--- config.mk ---
export PLATFORM = sky130hd
export DESIGN_NAME = float_level_wake_planner_top
export DESIGN_NICKNAME = d
export VERILOG_FILES = /design/src/rtl/fwp_pkg.sv /design/src/rtl/fwp_csr.sv /design/src/rtl/fwp_core.sv /design/src/rtl/float_level_wake_planner_top.sv
export SDC_FILE = /design/constraint.sdc
export NUM_CORES = 1
export LEC_CHECK = 0
export BUFFER_PORTS_ARGS = -buffer_cell sky130_fd_sc_hd__clkbuf_2
export CORE_AREA = 3 3 102 104
export CTS_CLUSTER_DIAMETER = 50
export DETAILED_ROUTE_END_ITERATION = 16
export DIE_AREA = 0 0 105 107
export GPL_ROUTABILITY_DRIVEN = 0
export MAX_ROUTING_LAYER = met4
export PLACE_DENSITY = 0.7
export SKIP_LAST_GASP = 1
export SYNTH_ARGS = -nofsm -noshare
export SYNTH_HDL_FRONTEND = slang
export SYNTH_SLANG_ARGS = --single-unit
--- constraint.sdc ---
create_clock -name clock -period 2.61 [get_ports clock]
set_input_delay 0.261 -clock clock [delete_from_list [all_inputs] [get_ports clock]]
set_output_delay 0.261 -clock clock [all_outputs]
set_load 0.01 [all_outputs]
--- src/rtl/fwp_pkg.sv ---
package fwp_pkg;

   // wake cause codes
   typedef enum logic [1:0] {
      CAUSE_COLD  = 2'd0,
      CAUSE_TIMER = 2'd1,
      CAUSE_PIN   = 2'd2,
      CAUSE_OTHER = 2'd3
   } wake_cause_type;

   // level machine states
   typedef enum logic [1:0] {
      LVL_NORMAL      = 2'd0,
      LVL_LOW_PENDING = 2'd1,
      LVL_WAIT_HIGH   = 2'd2
   } level_state_type;

   // configuration register indexes
   localparam logic [1:0] CSR_NORMAL_SLEEP = 2'd0;
   localparam logic [1:0] CSR_LOW_CONFIRM  = 2'd1;
   localparam logic [1:0] CSR_WAIT_HIGH    = 2'd2;
   localparam logic [1:0] CSR_FINAL_COPIES = 2'd3;

   localparam logic [15:0] NORMAL_SLEEP_RST = 16'd60;
   localparam logic [15:0] LOW_CONFIRM_RST  = 16'd30;
   localparam logic [15:0] WAIT_HIGH_RST    = 16'd60;
   localparam logic [2:0]  FINAL_COPIES_RST = 3'd3;

   localparam int REQ_TDATA_W = 8;
   localparam int RSP_TDATA_W = 32;

   typedef struct packed {
      logic [15:0] normal_sleep_seconds;
      logic [15:0] low_confirm_seconds;
      logic [15:0] wait_high_seconds;
      logic [2:0]  final_report_copies;
   } cfg_type;

   // packed MSB first: first field ends up in the high bits
   typedef struct packed {
      logic           prev_delivery_ok;
      logic           alert_wake;
      logic           high_closed;
      logic           low_closed;
      wake_cause_type wake_cause;
   } req_item_type;

   typedef struct packed {
      logic [2:0]      float_copies;
      logic            reported_high;
      logic            reported_low;
      logic            watch_alert;
      logic            watch_high;
      logic            watch_low;
      logic [15:0]     sleep_seconds;
      logic            report_fault;
      logic            report_floats;
      logic            report_temperature;
      logic            use_radio;
      level_state_type next_level_state;
   } rsp_item_type;

endpackage

--- src/rtl/fwp_csr.sv ---
module fwp_csr
   import fwp_pkg::*;
(
   input  logic        clock,
   input  logic        reset,
   input  logic        csr_valid,
   output logic        csr_ready,
   input  logic [1:0]  csr_index,
   input  logic [15:0] csr_data,
   output cfg_type     cfg
);

   cfg_type cfg_ff;
   cfg_type cfg_in;

   assign csr_ready = 1'b1;
   assign cfg       = cfg_ff;

   always_comb begin
      cfg_in = cfg_ff;
      if (csr_valid) begin
         unique case (csr_index)
            CSR_NORMAL_SLEEP: cfg_in.normal_sleep_seconds = csr_data;
            CSR_LOW_CONFIRM:  cfg_in.low_confirm_seconds  = csr_data;
            CSR_WAIT_HIGH:    cfg_in.wait_high_seconds    = csr_data;
            CSR_FINAL_COPIES: cfg_in.final_report_copies  = csr_data[2:0];
            default:          cfg_in = cfg_ff;
         endcase
      end
   end

   always_ff @(posedge clock) begin
      if (reset) begin
         cfg_ff.normal_sleep_seconds <= NORMAL_SLEEP_RST;
         cfg_ff.low_confirm_seconds  <= LOW_CONFIRM_RST;
         cfg_ff.wait_high_seconds    <= WAIT_HIGH_RST;
         cfg_ff.final_report_copies  <= FINAL_COPIES_RST;
      end else begin
         cfg_ff <= cfg_in;
      end
   end

endmodule

--- src/rtl/fwp_core.sv ---
module fwp_core
   import fwp_pkg::*;
(
   input  logic         clock,
   input  logic         reset,
   input  logic         step,
   input  cfg_type      cfg,
   input  req_item_type item,
   output rsp_item_type result
);

   level_state_type level_state_ff, level_state_in;
   logic final_pending_ff, final_pending_in;
   logic latched_low_ff, latched_low_in;
   logic latched_high_ff, latched_high_in;
   logic fault_known_ff, fault_known_in;
   logic fault_last_ff, fault_last_in;
   logic fault_out_ff, fault_out_in;
   logic fault_val_ff, fault_val_in;

   function automatic logic [15:0] min_one16(input logic [15:0] v);
      return (v == 16'd0) ? 16'd1 : v;
   endfunction

   always_comb begin
      logic cold, timer, alert_pin, fault_now, low, high;
      level_state_type cur, next;
      logic radio, rep_t, rep_f, rep_x, w_low, w_high, w_alert, r_low, r_high;
      logic [15:0] sleep;
      logic [2:0] copies;

      low       = item.low_closed;
      high      = item.high_closed;
      cold      = (item.wake_cause == CAUSE_COLD);
      timer     = (item.wake_cause == CAUSE_TIMER);
      alert_pin = item.alert_wake && (item.wake_cause == CAUSE_PIN);
      fault_now = low && !high;

      // book the previous item's delivery
      fault_known_in   = fault_known_ff;
      fault_last_in    = fault_last_ff;
      final_pending_in = final_pending_ff;
      latched_low_in   = latched_low_ff;
      latched_high_in  = latched_high_ff;
      if (item.prev_delivery_ok) begin
         if (fault_out_ff) begin
            fault_known_in = 1'b1;
            fault_last_in  = fault_val_ff;
         end
         final_pending_in = 1'b0;
      end

      cur = cold ? LVL_NORMAL : level_state_ff;

      // high float opened while waiting: take final snapshot
      if (cur == LVL_WAIT_HIGH && !high) begin
         final_pending_in = 1'b1;
         latched_low_in   = low;
         latched_high_in  = high;
      end

      next    = LVL_NORMAL;
      radio   = 1'b0;
      rep_t   = 1'b0;
      rep_f   = 1'b0;
      rep_x   = 1'b0;
      w_low   = 1'b0;
      w_high  = 1'b0;
      w_alert = 1'b0;
      sleep   = cfg.normal_sleep_seconds;

      if (cur == LVL_LOW_PENDING) begin
         if (!low) begin
            w_low   = 1'b1;
            w_alert = 1'b1;
         end else if (!timer) begin
            next  = LVL_LOW_PENDING;
            sleep = cfg.low_confirm_seconds;
            w_low = 1'b1;
         end else if (!high) begin
            radio   = 1'b1;
            rep_t   = 1'b1;
            rep_x   = 1'b1;
            w_low   = 1'b1;
            w_high  = 1'b1;
            w_alert = 1'b1;
         end else begin
            next    = LVL_WAIT_HIGH;
            radio   = 1'b1;
            rep_t   = 1'b1;
            rep_f   = 1'b1;
            w_high  = 1'b1;
            w_alert = 1'b1;
            sleep   = cfg.wait_high_seconds;
         end
      end else if (cur == LVL_WAIT_HIGH) begin
         if (!high) begin
            radio   = 1'b1;
            rep_t   = 1'b1;
            rep_f   = 1'b1;
            w_low   = 1'b1;
            w_alert = 1'b1;
         end else begin
            next    = LVL_WAIT_HIGH;
            w_high  = 1'b1;
            w_alert = 1'b1;
            sleep   = cfg.wait_high_seconds;
            if (timer) begin
               radio = 1'b1;
               rep_t = 1'b1;
            end
            if (alert_pin) begin
               radio = 1'b1;
               rep_t = 1'b0;
            end
         end
      end else begin
         if (fault_now) begin
            radio   = 1'b1;
            rep_t   = 1'b1;
            rep_x   = 1'b1;
            w_low   = 1'b1;
            w_high  = 1'b1;
            w_alert = 1'b1;
         end else if (low) begin
            next  = LVL_LOW_PENDING;
            sleep = cfg.low_confirm_seconds;
            w_low = 1'b1;
         end else begin
            w_low   = 1'b1;
            w_alert = 1'b1;
            radio   = cold || timer;
            rep_t   = radio;
            rep_f   = radio;
            if (alert_pin) begin
               radio = 1'b1;
               rep_t = 1'b0;
               rep_f = 1'b0;
            end
         end
      end

      if (cold && !radio) begin
         radio = 1'b1;
         rep_t = 1'b1;
      end
      if (radio) begin
         rep_x = 1'b1;
      end
      // clear a delivered fault once the floats agree again
      if (fault_known_in && fault_last_in && !fault_now && !radio) begin
         radio = 1'b1;
         rep_x = 1'b1;
         rep_t = 1'b0;
         rep_f = 1'b0;
      end

      if (final_pending_in) begin
         next    = LVL_NORMAL;
         radio   = 1'b1;
         rep_f   = 1'b1;
         rep_x   = 1'b1;
         w_low   = 1'b1;
         w_alert = 1'b1;
         r_low   = latched_low_in;
         r_high  = latched_high_in;
         copies  = (cfg.final_report_copies == 3'd0) ? 3'd1 : cfg.final_report_copies;
      end else begin
         r_low  = low;
         r_high = high;
         copies = 3'd1;
      end

      fault_out_in   = radio && rep_x;
      fault_val_in   = radio && rep_x && r_low && !r_high;
      level_state_in = next;

      result.next_level_state   = next;
      result.use_radio          = radio;
      result.report_temperature = rep_t;
      result.report_floats      = rep_f;
      result.report_fault       = rep_x;
      result.sleep_seconds      = min_one16(sleep);
      result.watch_low          = w_low;
      result.watch_high         = w_high;
      result.watch_alert        = w_alert;
      result.reported_low       = r_low;
      result.reported_high      = r_high;
      result.float_copies       = copies;
   end

   always_ff @(posedge clock) begin
      if (reset) begin
         level_state_ff   <= LVL_NORMAL;
         final_pending_ff <= 1'b0;
         latched_low_ff   <= 1'b0;
         latched_high_ff  <= 1'b0;
         fault_known_ff   <= 1'b0;
         fault_last_ff    <= 1'b0;
         fault_out_ff     <= 1'b0;
         fault_val_ff     <= 1'b0;
      end else if (step) begin
         level_state_ff   <= level_state_in;
         final_pending_ff <= final_pending_in;
         latched_low_ff   <= latched_low_in;
         latched_high_ff  <= latched_high_in;
         fault_known_ff   <= fault_known_in;
         fault_last_ff    <= fault_last_in;
         fault_out_ff     <= fault_out_in;
         fault_val_ff     <= fault_val_in;
      end
   end

endmodule

--- src/rtl/float_level_wake_planner_top.sv ---
// Float level wake planner, one result transfer per request transfer.
// Two registers: the input register, then the result register, which drives rsp_tvalid.
// One request per cycle while rsp_tready keeps up; the single-pass plan logic between the
// two registers sets this, and the level state updates as each item enters the result register.
// Reset (synchronous, active high): pipeline empty, level machine normal, all flags clear,
// config registers at 60 / 30 / 60 seconds and 3 copies.
module float_level_wake_planner_top
   import fwp_pkg::*;
(
   input  logic                   clock,
   input  logic                   reset,

   // request stream
   input  logic                   req_tvalid,
   output logic                   req_tready,
   // [1:0] wake_cause, [2] low_closed, [3] high_closed, [4] alert_wake,
   // [5] prev_delivery_ok, [7:6] zero
   input  logic [REQ_TDATA_W-1:0] req_tdata,

   // response stream
   output logic                   rsp_tvalid,
   input  logic                   rsp_tready,
   // [1:0] next_level_state, [2] use_radio, [3] report_temperature, [4] report_floats,
   // [5] report_fault, [21:6] sleep_seconds, [22] watch_low, [23] watch_high,
   // [24] watch_alert, [25] reported_low, [26] reported_high, [29:27] float_copies,
   // [31:30] zero
   output logic [RSP_TDATA_W-1:0] rsp_tdata,

   // config write channel
   input  logic                   csr_valid,
   output logic                   csr_ready,
   input  logic [1:0]             csr_index,
   input  logic [15:0]            csr_data
);

   cfg_type cfg;

   // input register
   logic         in_valid_ff, in_valid_in;
   req_item_type in_item_ff;

   // result register
   logic         out_valid_ff, out_valid_in;
   rsp_item_type out_item_ff;
   rsp_item_type plan;

   logic req_xfer;
   logic advance;

   // an item moves forward whenever the result slot is free or being drained
   assign advance    = in_valid_ff && (!out_valid_ff || rsp_tready);
   assign req_tready = !in_valid_ff || advance;
   assign req_xfer   = req_tvalid && req_tready;

   assign in_valid_in  = req_xfer ? 1'b1 : (advance ? 1'b0 : in_valid_ff);
   assign out_valid_in = advance ? 1'b1 : (rsp_tready ? 1'b0 : out_valid_ff);

   assign rsp_tvalid = out_valid_ff;
   assign rsp_tdata  = {{(RSP_TDATA_W - $bits(rsp_item_type)){1'b0}}, out_item_ff};

   fwp_csr u_csr (
      .clock     (clock),
      .reset     (reset),
      .csr_valid (csr_valid),
      .csr_ready (csr_ready),
      .csr_index (csr_index),
      .csr_data  (csr_data),
      .cfg       (cfg)
   );

   // plan logic plus the persistent level/fault state; state commits on advance
   fwp_core u_core (
      .clock  (clock),
      .reset  (reset),
      .step   (advance),
      .cfg    (cfg),
      .item   (in_item_ff),
      .result (plan)
   );

   always_ff @(posedge clock) begin
      if (reset) begin
         in_valid_ff  <= 1'b0;
         out_valid_ff <= 1'b0;
      end else begin
         in_valid_ff  <= in_valid_in;
         out_valid_ff <= out_valid_in;
      end
   end

   // payload registers, no reset
   always_ff @(posedge clock) begin
      if (req_xfer) begin
         in_item_ff <= req_tdata[$bits(req_item_type)-1:0];
      end
      if (advance) begin
         out_item_ff <= plan;
      end
   end

endmodule
-- Yosys cells after proc, flatten, opt, wreduce, memory -nomap -nowiden
Cells that the tools add are included.
Widths: inputs -> output; s select.
- add/sub/neg operators: 0
- multiply operators: 0
- div/mod/pow operators: 0
- magnitude comparators: 0
- equality and inequality tests: 7
- shift-type cells: 0
- multiplexer cells: 77
- bitwise gates (word level): 1
- reductions and logical operators: 33
- operators by type and width (cell ; count):
    $mux 16 ; 7
    $mux 1 ; 62
    $logic_not 16->1 ; 1
    $mux 2 ; 8
    $logic_and 1x1->1 ; 12
    $eq 2x2->1 const B ; 4
    $reduce_and 2->1 ; 4
    $logic_not 1->1 ; 7
    $eq 2x1->1 const B ; 3
    $logic_not 2->1 ; 2
    $reduce_bool 2->1 ; 2
    $logic_not 3->1 ; 1
    $logic_or 1x1->1 ; 3
    $reduce_or 2->1 ; 1
    $not 1->1 ; 1
- bits in registers: 98
- latch bits: 0
- memory bits (writable): 0
- bits in read-only memories: 0
- word-level logic and storage cells: 149
- memories: 0

-- Logic depth before layout (Yosys ltp)
Gate-level depths: netlist (run 1).
- depth in word-level cells: 17
- depth in mapped cells: 9
- gate-level depth less buffers: 6

-- Hierarchy
Synthesis (run 1) repeated with hierarchy kept, for this count alone.
- cells, all modules: 511
- area total of the unflattened synthesis: 4984.8 um^2
- modules (own cells, without submodules) (module ; instances ; cells an instance ; area each (um^2) ; sequential area each (um^2)):
    fwp_csr ; 1 ; 194 ; 2053.2 ; 1021.0
    fwp_core ; 1 ; 268 ; 1727.9 ; 180.2
    float_level_wake_planner_top ; 1 ; 49 ; 1203.7 ; 1121.1

-- Worst setup path before layout (run 1)
OpenSTA, ideal clock, no wires.
- path kind: register -> register
- from: register in_item_ff[0] (netlist bit)
- to: register out_item_ff (netlist bit rsp_tdata[6]), data pin
- library setup time: 0.180 ns
- data arrival time: 2.015 ns
- path slack: 0.415 ns
- stages on the path, launching flop included: 9
- buffers on the path: 2
- path through: edfxtp_1 > buf_6 > or2_4 > buf_6 > a221oi_2 > a211oi_1 > a21o_1 > or3_1 > o41ai_2
- longest elaborated chain between the ends: 6
- ends and longest elaborated chain (element ; RTL line ; text):
    start: declaration ; float_level_wake_planner_top.sv:40 ; req_item_type in_item_ff;
    start signal: assignment ; float_level_wake_planner_top.sv:94 ; in_item_ff <= req_tdata[$bits(req_item_type)-1:0];
    $logic_not 2->1 ; fwp_core.sv:34 ; cold = (item.wake_cause == CAUSE_COLD);
    $mux 2 ; fwp_core.sv:53 ; cur = cold ? LVL_NORMAL : level_state_ff;
    $eq 2x2->1 ; fwp_core.sv:96 ; end else if (cur == LVL_WAIT_HIGH) begin
    $mux 16 ; fwp_core.sv:96 ;
    $mux 16 * ; fwp_core.sv:72 ; if (cur == LVL_LOW_PENDING) begin
    $logic_not 16->1 ; fwp_core.sv:22 ; return (v == 16'd0) ? 16'd1 : v;
    end signal: assignment ; float_level_wake_planner_top.sv:97 ; out_item_ff <= plan;
    end: declaration ; float_level_wake_planner_top.sv:44 ; rsp_item_type out_item_ff;
Mark *: on every way between the ends. The rest lies on a longest branch, timed or not.
A chain may end at the register's enable or synchronous reset.

-- Final worst setup path (run 1)
- from: register u_core.level_state_ff[0]
- to: register out_item_ff (netlist bit rsp_tdata[6]), data pin
- longest elaborated chain between the ends: 5
- ends and longest elaborated chain (element ; RTL line ; text):
    start: declaration ; fwp_core.sv:12 ; level_state_type level_state_ff, level_state_in;
    start signal: assignment ; fwp_core.sv:203 ; level_state_ff <= level_state_in;
    $mux 2 * ; fwp_core.sv:53 ;
    $eq 2x2->1 ; fwp_core.sv:96 ;
    $mux 16 ; fwp_core.sv:96 ;
    $mux 16 * ; fwp_core.sv:72 ;
    $logic_not 16->1 ; fwp_core.sv:22 ;
Marks and branches as above.

==> flow_summary.toml, run 1 <==
[global_routing]
gr-usage-all-layers_pct = 21.9
grt_pass1_vias = 3723
gr-total-overflow = 0
antenna_found_initial = 0
grt_pass1_wl_um = 19000
grt_max_degree = 63

[critical_path]
ff2ff_setup_slack_ns = 0.19
worst-setup-path-type = "register to register"
timing.rr.end = "rsp_tdata[6]"
path_max_fanout = 23
start_kind = "register"
cp.arrival_ns = 2.61
end_kind = "register"
worst-r2r-cell-count = 6
r2r-start = "u_core.level_state_ff[0]"
required_ns = 2.80

[timing]
hold_viol_final = 0
rsz0062_at_grt = "no"
tightest_slew_ns = 1.13
maxSlewHeadroom_pct = 24.6
maxSlewViolCount = 0
fin_crit_sh_pct = 92.6
max_freq_mhz = 414
setup-violations-final = 0
setup_tns_ns = 0
finalCriticalPeriod_ns = 2.42
skew_ns = 0.00838

[clocking]
cts_tree = "done"
cts.sinks = 98
cts_root_buffer = "clkbuf_8"
path_clk_slew_ns = 0.09
clock_path_buffers = 2
holdBufCountCts = 0
h-tree-depth = 3
cts_buffers = 9
insertion_delay_ns = 0.38

[synthesis]
synth-edff-count = 36
synth_top_area_share_pct = 26.0
synth_most_common_cell = "nand2_1"
synth_seq_cells = 98
ys_types = 55
yosys_warnings = 0
ys_seq_area_share_pct = 48.7
synthTopCellsByCount = "nand2_1 (122), dfxtp_1 (62), a21oi_1 (53)"
syn-cell-area_um2 = 4770
synth.area.top_cells = "dfxtp_1 (26%), edfxtp_1 (23%), nand2_1 (9.6%)"
syn_area_per_cell_um2 = 8.85
synth_top_area_cell = "dfxtp_1"
netlist_instances = 539
async_reset_ff_share_pct = 0
synth_flop_cell = "dfxtp_1"

[die]
die_w_um = 105
die_h_um = 107
die_area_um2 = 11200
start_util_pct = 49.5
rows = 36
num_io_pins = 66
core-area_um2 = 9640

[power]
leakage_nw = 2.10
power.density_nw_per_um2 = 564
ir_drop_v = 0.000274

[detailed_routing]
first_pass_iters = 6
dr_wl_met3_um = 877
ant_nets = 0
routedWlPerCell_um = 15.9
vias = 4079
routed_wirelength_um = 11500
via_per_inst = 5.63
wl_met2_um = 5020
dr.max_layer_used = "met4"
drt_iter0_markers = 300
drc_errors = 0
wl_met1_um = 5350

[outcome]
status = "finished clean"

[hold_path]
min_to = "in_item_ff[3]"
hold_depth = 1
hp-class = "input pin to register"
holdCritStartpoint = "req_tdata[3]"

[cells_and_area]
diodes = 0
finalNetCount = 618
final_util_pct = 56.0
nFillCells = 913
drive_gt1_share_pct = 18.2
area_growth_pct = 13.1

[placed_design]
portBuffers = 60
hpwl_um = 8190

[run]
maxCapViolations = 0
[where the power goes]
| part | total (mW) | leakage, nW | switching (mW) | internal [mW] |
|---|---|---|---|---|
| combinational | 0.338 | 1.16 | 0.207 | 0.132 |
| clock | 1.02 | 0.104 | 0.539 | 0.477 |
| sequential | 1.69 | 0.834 | 0.0418 | 1.65 |
[sequential cells by signal, summed over array words and instances (netlist names), 2 cells and up]
register,cells
u_core.level_state_ff,2
rsp_tdata,30
in_item_ff,6
u_csr.cfg,51
[worst max-delay path, cell delays in order (launching register included)]
cell and delay [ns]:
dfxtp_1 0.47, and2b_1 0.30, and2_4 0.34, a21oi_1 0.07
a22o_1 0.23, or4_1 0.54, o41ai_2 0.28
[routing by layer]
layer  track usage (%)  vias to the layer above
met5                 -                        -
met3              3.25                       25
li1                  -                     1986
met1              30.5                     1896
met4              9.28                        0
met2              32.1                      172
[what timing repair did]
item                                    in CTS  in global routing
buffers inserted                             0                  2
resized for setup                            0                  1
endpoints found under the setup margin       0                  3
[kinds of logic (layout without fill, tap and decap cells)]
| family | after synthesis | in the layout | share of synthesized area (%) |
|---|---|---|---|
| flops | 98 | 98 | 48.7 |
| simple gates | 229 | 229 | 22.8 |
| compound gates | 124 | 124 | 16.7 |
| mux | 28 | 28 | 5.93 |
| buf+inv | 58 | 110 | 5.67 |
| other cells | 2 | 3 | 0.157 |
[cell type report]
class	count	area, um^2	share of cell area [%]
clock buffer	11	141	2.62
multi-input combinational	384	2190	40.5
timing repair buffer	77	453	8.40
clock inverter	5	61.3	1.14
sequential	98	2320	43.0
tap	133	166	3.08
inverter	17	63.8	1.18
[layout by cell type, fill, tap and decap left out, types with 7 or more instances in the layout]
master,instances
mux2i_1,26
edfxtp_1,36
o21ai_0,18
nor2_1,24
nand2b_1,10
clkbuf_2,60
a21oi_1,53
buf_4,15
dfxtp_1,62
nand3_1,19
clkbuf_8,10
inv_1,17
nand3b_1,13
and2_1,7
nand2_1,122
[metrics by stage]
step | hold WS, ns | setup slack, ns | cell area (um^2) | total power [mW] | instances
after global placement | 0.434 | 0.237 | 5170 | 2.05 | 707
after CTS | 0.0438 | 0.164 | 5380 | 3.06 | 723
final | 0.0609 | 0.194 | 5400 | 3.04 | 725
after floorplan | 0.360 | 0.415 | 4770 | 1.94 | 540
after detailed placement | 0.438 | 0.199 | 5170 | 2.06 | 707
after global routing | 0.0409 | 0.0486 | 5400 | 3.17 | 725
[how the worst max path moves through the flow]
stage	startpoint	endpoint	slack, ns	cells past startpoint
after floorplan	in_item_ff[0]	rsp_tdata[6]	0.41	8
after global placement	in_item_ff[0]	rsp_tdata[6]	0.24	6
after detailed placement	in_item_ff[0]	rsp_tdata[6]	0.20	6
after CTS	in_item_ff[0]	rsp_tdata[6]	0.16	6
after global routing	u_core.level_state_ff[0]	rsp_tdata[6]	0.05	6
final	u_core.level_state_ff[0]	rsp_tdata[6]	0.19	6
(Power assumes the default switching activity.)
==> inputs of run 2 (changes only) <==
--- a/config.mk
+++ b/config.mk
@@ -5,11 +5,12 @@
 export SDC_FILE = /design/constraint.sdc
 export NUM_CORES = 1
 export LEC_CHECK = 0
+export ABC_AREA = 1
 export BUFFER_PORTS_ARGS = -buffer_cell sky130_fd_sc_hd__clkbuf_2
-export CORE_AREA = 3 3 102 104
+export CORE_AREA = 3 3 101 103
 export CTS_CLUSTER_DIAMETER = 50
 export DETAILED_ROUTE_END_ITERATION = 16
-export DIE_AREA = 0 0 105 107
+export DIE_AREA = 0 0 104 106
 export GPL_ROUTABILITY_DRIVEN = 0
 export MAX_ROUTING_LAYER = met4
 export PLACE_DENSITY = 0.7
==> flow_summary.toml, run 2 <==
[power]
power.density_nw_per_um2 = 593
ir_drop_v = 0.000259
leakage_nw = 2.47

[detailed_routing]
drc_errors = 0
drt_iter0_markers = 285
routedWlPerCell_um = 14.3
via_per_inst = 5.26
routed_wirelength_um = 11900
ant_nets = 0
first_pass_iters = 5
vias = 4395

[timing]
finalCriticalPeriod_ns = 2.11
max_freq_mhz = 474
setup_tns_ns = 0
hold_viol_final = 0
maxSlewViolCount = 0
maxSlewHeadroom_pct = 50.1
rsz0062_at_grt = "no"
skew_ns = 0.0105
tightest_slew_ns = 0.748
setup-violations-final = 0
fin_crit_sh_pct = 80.9

[cells_and_area]
largest_reg_flops = 51
final_area_um2 = 5270
area_growth_pct = 12.5
seqCellArea_um2 = 2320
drive_gt1_share_pct = 13.9
final_cell_mix = "nand2_1 (203), nor2_1 (80), nand3_1 (76)"
final_common_cell = "nand2_1"
nFillCells = 895
diodes = 0
finalNetCount = 732
multi_input_area_um2 = 2010

[die]
die_w_um = 104
num_io_pins = 66
core-area_um2 = 9280
start_util_pct = 50.5
die_area_um2 = 11000
die_h_um = 106
rows = 35

[clocking]
clock_path_buffers = 2
holdBufCountCts = 0
cts_root_buffer = "clkbuf_8"
cts_setup_buffers = 0
path_clk_slew_ns = 0.10
insertion_delay_ns = 0.38
postCtsResizedCells = 0
cts.sinks = 98
cts_buffers = 9
h-tree-depth = 3
cts_tree = "done"

[synthesis]
synth.area.top_cells = "dfxtp_1 (26%), edfxtp_1 (23%), nand2_1 (16%)"
synthTopCellsByCount = "nand2_1 (203), nor2_1 (80), nand3_1 (76)"
synth-edff-count = 36
ys_types = 25
synth_flop_cell = "dfxtp_1"
synth_top_area_share_pct = 26.5
syn_area_per_cell_um2 = 7.22
yosys_warnings = 0
synth_seq_cells = 98
netlist_instances = 649
synth_top_area_cell = "dfxtp_1"
syn-cell-area_um2 = 4690
synth_most_common_cell = "nand2_1"
async_reset_ff_share_pct = 0
ys_seq_area_share_pct = 49.6

[critical_path]
start_kind = "register"
critPathSlowestCell = "edfxtp_1"
path_delay_family = "simple AND/OR/NAND/NOR gates"
path_cells = "inv_2 > nand2_2 > nor2_2 > buf_4 > nand2_1 > nand3_1 > nand2_1 > nand2_1 > nor2_1 > nand2_1 > nor2_1 > nand2_1 > nand2_1"
cpMostUsedCell = "nand2_1"
slowest_delay_ns = 0.47
cp.arrival_ns = 2.25
path_max_fanout = 16
worst-path-buf-inv = 2
ff2ff_setup_slack_ns = 0.50
required_ns = 2.75
end_kind = "register"
worst-setup-path-type = "register to register"

[global_routing]
grt_pass1_vias = 4152
antenna_found_initial = 0
gr-total-overflow = 0
grt_pass1_wl_um = 19800
gr-usage-all-layers_pct = 22.8
grt_max_degree = 55

[placed_design]
dpl-instance-area_um2 = 5090
hpwl_um = 7940
portBuffers = 60

[hold_path]
hp-class = "input pin to register"

[run]
maxCapViolations = 0

[outcome]
status = "finished clean"
==> run 2: worst paths after layout <==
| path | from | to | cells after the start |
|---|---|---|---|
| worst max-delay path | in_item_ff[1] | rsp_tdata[6] | 13 |
| worst min-delay path | req_tdata[4] | in_item_ff[4] | 1 |
| worst max register to register | in_item_ff[1] | rsp_tdata[6] | 13 |
| worst min register to register | u_core.fault_known_ff | u_core.fault_known_ff | 2 |
==> run 2: layout make-up <==
type | count | share of cell area, %
sequential | 98 | 44.1
clock buffer | 10 | 2.42
inverter | 53 | 3.77
timing repair buffer | 73 | 7.55
tap | 129 | 3.06
clock inverter | 6 | 0.950
multi-input combinational | 466 | 38.2
==> run 2: worst register-to-register path, cell delays in order, from the launching register on <==
cell,delay (ns)
edfxtp_1,0.47
inv_2,0.12
nand2_2,0.25
nor2_2,0.19
buf_4,0.21
nand2_1,0.07
nand3_1,0.09
nand2_1,0.07
nand2_1,0.14
nor2_1,0.07
nand2_1,0.07
nor2_1,0.04
nand2_1,0.05
nand2_1,0.05
==> run 2: kinds of logic after synthesis <==
group	synth area share, %
other	0.160
buffers and inverters	7.58
flip-flops	49.6
AO/OA/AOI/OAI	10.9
AND/OR/NAND/NOR	31.7
==> run 2: metal layers <==
metal | global-route usage, % | vias to the layer above | part of all wire, %
met4 | 8.64 | 0 | 1.7
met5 | - | - | 0
met2 | 35.6 | 182 | 45
met3 | 4.01 | 22 | 7.5
met1 | 29.9 | 1992 | 46
li1 | - | 2199 | -
==> run 2: power breakdown <==
group | total [mW] | leakage (nW) | internal [mW] | switching (mW)
sequential | 1.72 | 0.842 | 1.68 | 0.0416
combinational | 0.475 | 1.54 | 0.153 | 0.321
clock | 0.928 | 0.0892 | 0.361 | 0.568
==> run 2: stage by stage <==
stage | util (%) | power [mW] | std cells | worst slack, ns | hold slack, ns
after floorplan | - | 2.07 | 650 | 0.709 | 0.360
after global placement | 54.9 | 2.21 | 819 | 0.649 | 0.428
after detailed placement | 54.9 | 2.22 | 819 | 0.577 | 0.441
after CTS | 56.8 | 3.13 | 835 | 0.520 | 0.0545
after global routing | 56.8 | 3.27 | 835 | 0.336 | 0.0449
final | 56.8 | 3.12 | 835 | 0.498 | 0.0585
==> inputs of run 3 (changes only) <==
==> constraint.sdc (replaced) <==
create_clock -name clock -period 2.05 [get_ports clock]
set_input_delay 0.205 -clock clock [delete_from_list [all_inputs] [get_ports clock]]
set_output_delay 0.205 -clock clock [all_outputs]
set_load 0.01 [all_outputs]
==> flow_summary.toml, run 3 (same netlist as run 2, synthesis figures left out) <==
[critical_path]
worst-setup-path-type = "register to register"
slowest_delay_ns = 0.53
path_cells = "inv_2 > nand2_1 > nand2_1 > o21ai_1 > nand2_1 > nand2_1 > a211o_1"
end_kind = "register"
worst-r2r-cell-count = 7
path_max_fanout = 17
crit_start = "in_item_ff[3]"
start_kind = "register"
critPathSlowestCell = "edfxtp_1"
cpMostUsedCell = "nand2_1"
required_ns = 2.18
r2r-start = "in_item_ff[3]"
timing.rr.end = "rsp_tdata[3]"
cp.arrival_ns = 2.06
ff2ff_setup_slack_ns = 0.13

[hold_path]
min_to = "u_csr.cfg[8]"
hold_depth = 3
hp-class = "input pin to register"
holdCritStartpoint = "csr_data[5]"

[detailed_routing]
dr_wl_met3_um = 993
first_pass_iters = 5
drt_iter0_markers = 270
wl_met2_um = 5560
via_per_inst = 5.22
routedWlPerCell_um = 14.2
dr.max_layer_used = "met4"
ant_nets = 0
wl_met1_um = 5310
vias = 4413
drc_errors = 0
routed_wirelength_um = 12000

[clocking]
cts_tree = "done"
cts_setup_buffers = 0
clock_path_buffers = 2
cts.sinks = 98
h-tree-depth = 3
cts_buffers = 9
cts_root_buffer = "clkbuf_8"
insertion_delay_ns = 0.37
path_clk_slew_ns = 0.10

[timing]
hold_viol_final = 0
tightest_slew_ns = 0.617
finalCriticalPeriod_ns = 1.92
post-route-worst-setup-slack_ns = 0.128
setup_tns_ns = 0
rsz0062_at_grt = "no"
setup-violations-final = 0
skew_ns = 0.0158
fin_crit_sh_pct = 93.7
maxSlewHeadroom_pct = 58.8
maxSlewViolCount = 0
max_freq_mhz = 520

[global_routing]
grt_pass1_vias = 4161
grt_max_degree = 33
gr-usage-all-layers_pct = 23.1
gr-total-overflow = 0
grt_pass1_wl_um = 20000
antenna_found_initial = 0

[cells_and_area]
instances_no_fill = 846
largest_reg_flops = 51
final_cell_mix = "nand2_1 (203), nor2_1 (79), nand3_1 (76)"
area_growth_pct = 16.0
drive_gt1_share_pct = 14.5
diodes = 0
final_common_cell = "nand2_1"
finalNetCount = 743
nFillCells = 882

[placed_design]
portBuffers = 60
post-place-ws_ns = 0.173
hpwl_um = 8280
place_inst = 824

[power]
ir_drop_v = 0.000422
p_total_mw = 4.09
power.density_nw_per_um2 = 752
leakage_nw = 2.54

[die]
die_area_um2 = 11000
die_h_um = 106
core-area_um2 = 9280
start_util_pct = 50.5
die_w_um = 104
rows = 35
num_io_pins = 66

[run]
maxCapViolations = 0

[outcome]
status = "finished clean"
## run 3: worst max-delay path: cells and delay by family (launching register included)
family / cells / cell delay, ns
AOI/OAI and AO/OA: 2 / 0.36
buffers and inverters: 1 / 0.35
DFF: 1 / 0.53
and+or+nand+nor: 4 / 0.45
## run 3: metal layers
layer	up-vias	track usage, %
met4	0	7.79
met5	-	-
met3	18	5.04
met2	181	37.0
met1	1990	29.2
li1	2224	-
## run 3: report_power, final
group	switching, mW	leakage, nW	total [mW]	internal, mW
registers	0.0541	0.842	2.19	2.14
clock network	0.692	0.0975	1.26	0.569
logic	0.413	1.60	0.634	0.220
## run 3: area by class of cell
type | instances | area (um^2) | share of cell area, %
multi-input combinational | 466 | 2020 | 37.1
clock inverter | 6 | 63.8 | 1.17
clock buffer | 10 | 128 | 2.35
inverter | 53 | 199 | 3.66
timing repair buffer | 84 | 544 | 10.0
sequential | 98 | 2320 | 42.7
tap | 129 | 161 | 2.97
## run 3: timing repair
item / CTS / global route
endpoints found under the setup margin: 0 / 2
resized for setup: 0 / 5
hold buffers: 4 / 2
hold endpoints to repair: 4 / 2
## run 3: per-stage QoR
stage / hold WS [ns] / utilization, % / area [um^2]
after floorplan: 0.304 / - / 4690
after global placement: 0.384 / 55.7 / 5170
after detailed placement: 0.385 / 55.7 / 5170
after CTS: 0.000767 / 58.2 / 5400
after global routing: 0.0873 / 58.6 / 5440
final: 0.0838 / 58.6 / 5440
## run 3: worst max path at each step
| stage | cells past startpoint | slack [ns] | end |
|---|---|---|---|
| finish | 7 | 0.13 | rsp_tdata[3] |
| global route | 13 | 0.002 | rsp_tdata[6] |
| CTS | 7 | 0.13 | rsp_tdata[3] |
| detailed placement | 7 | 0.17 | rsp_tdata[3] |
| global placement | 7 | 0.20 | rsp_tdata[3] |
| floorplan | 6 | 0.15 | u_core.fault_last_ff |
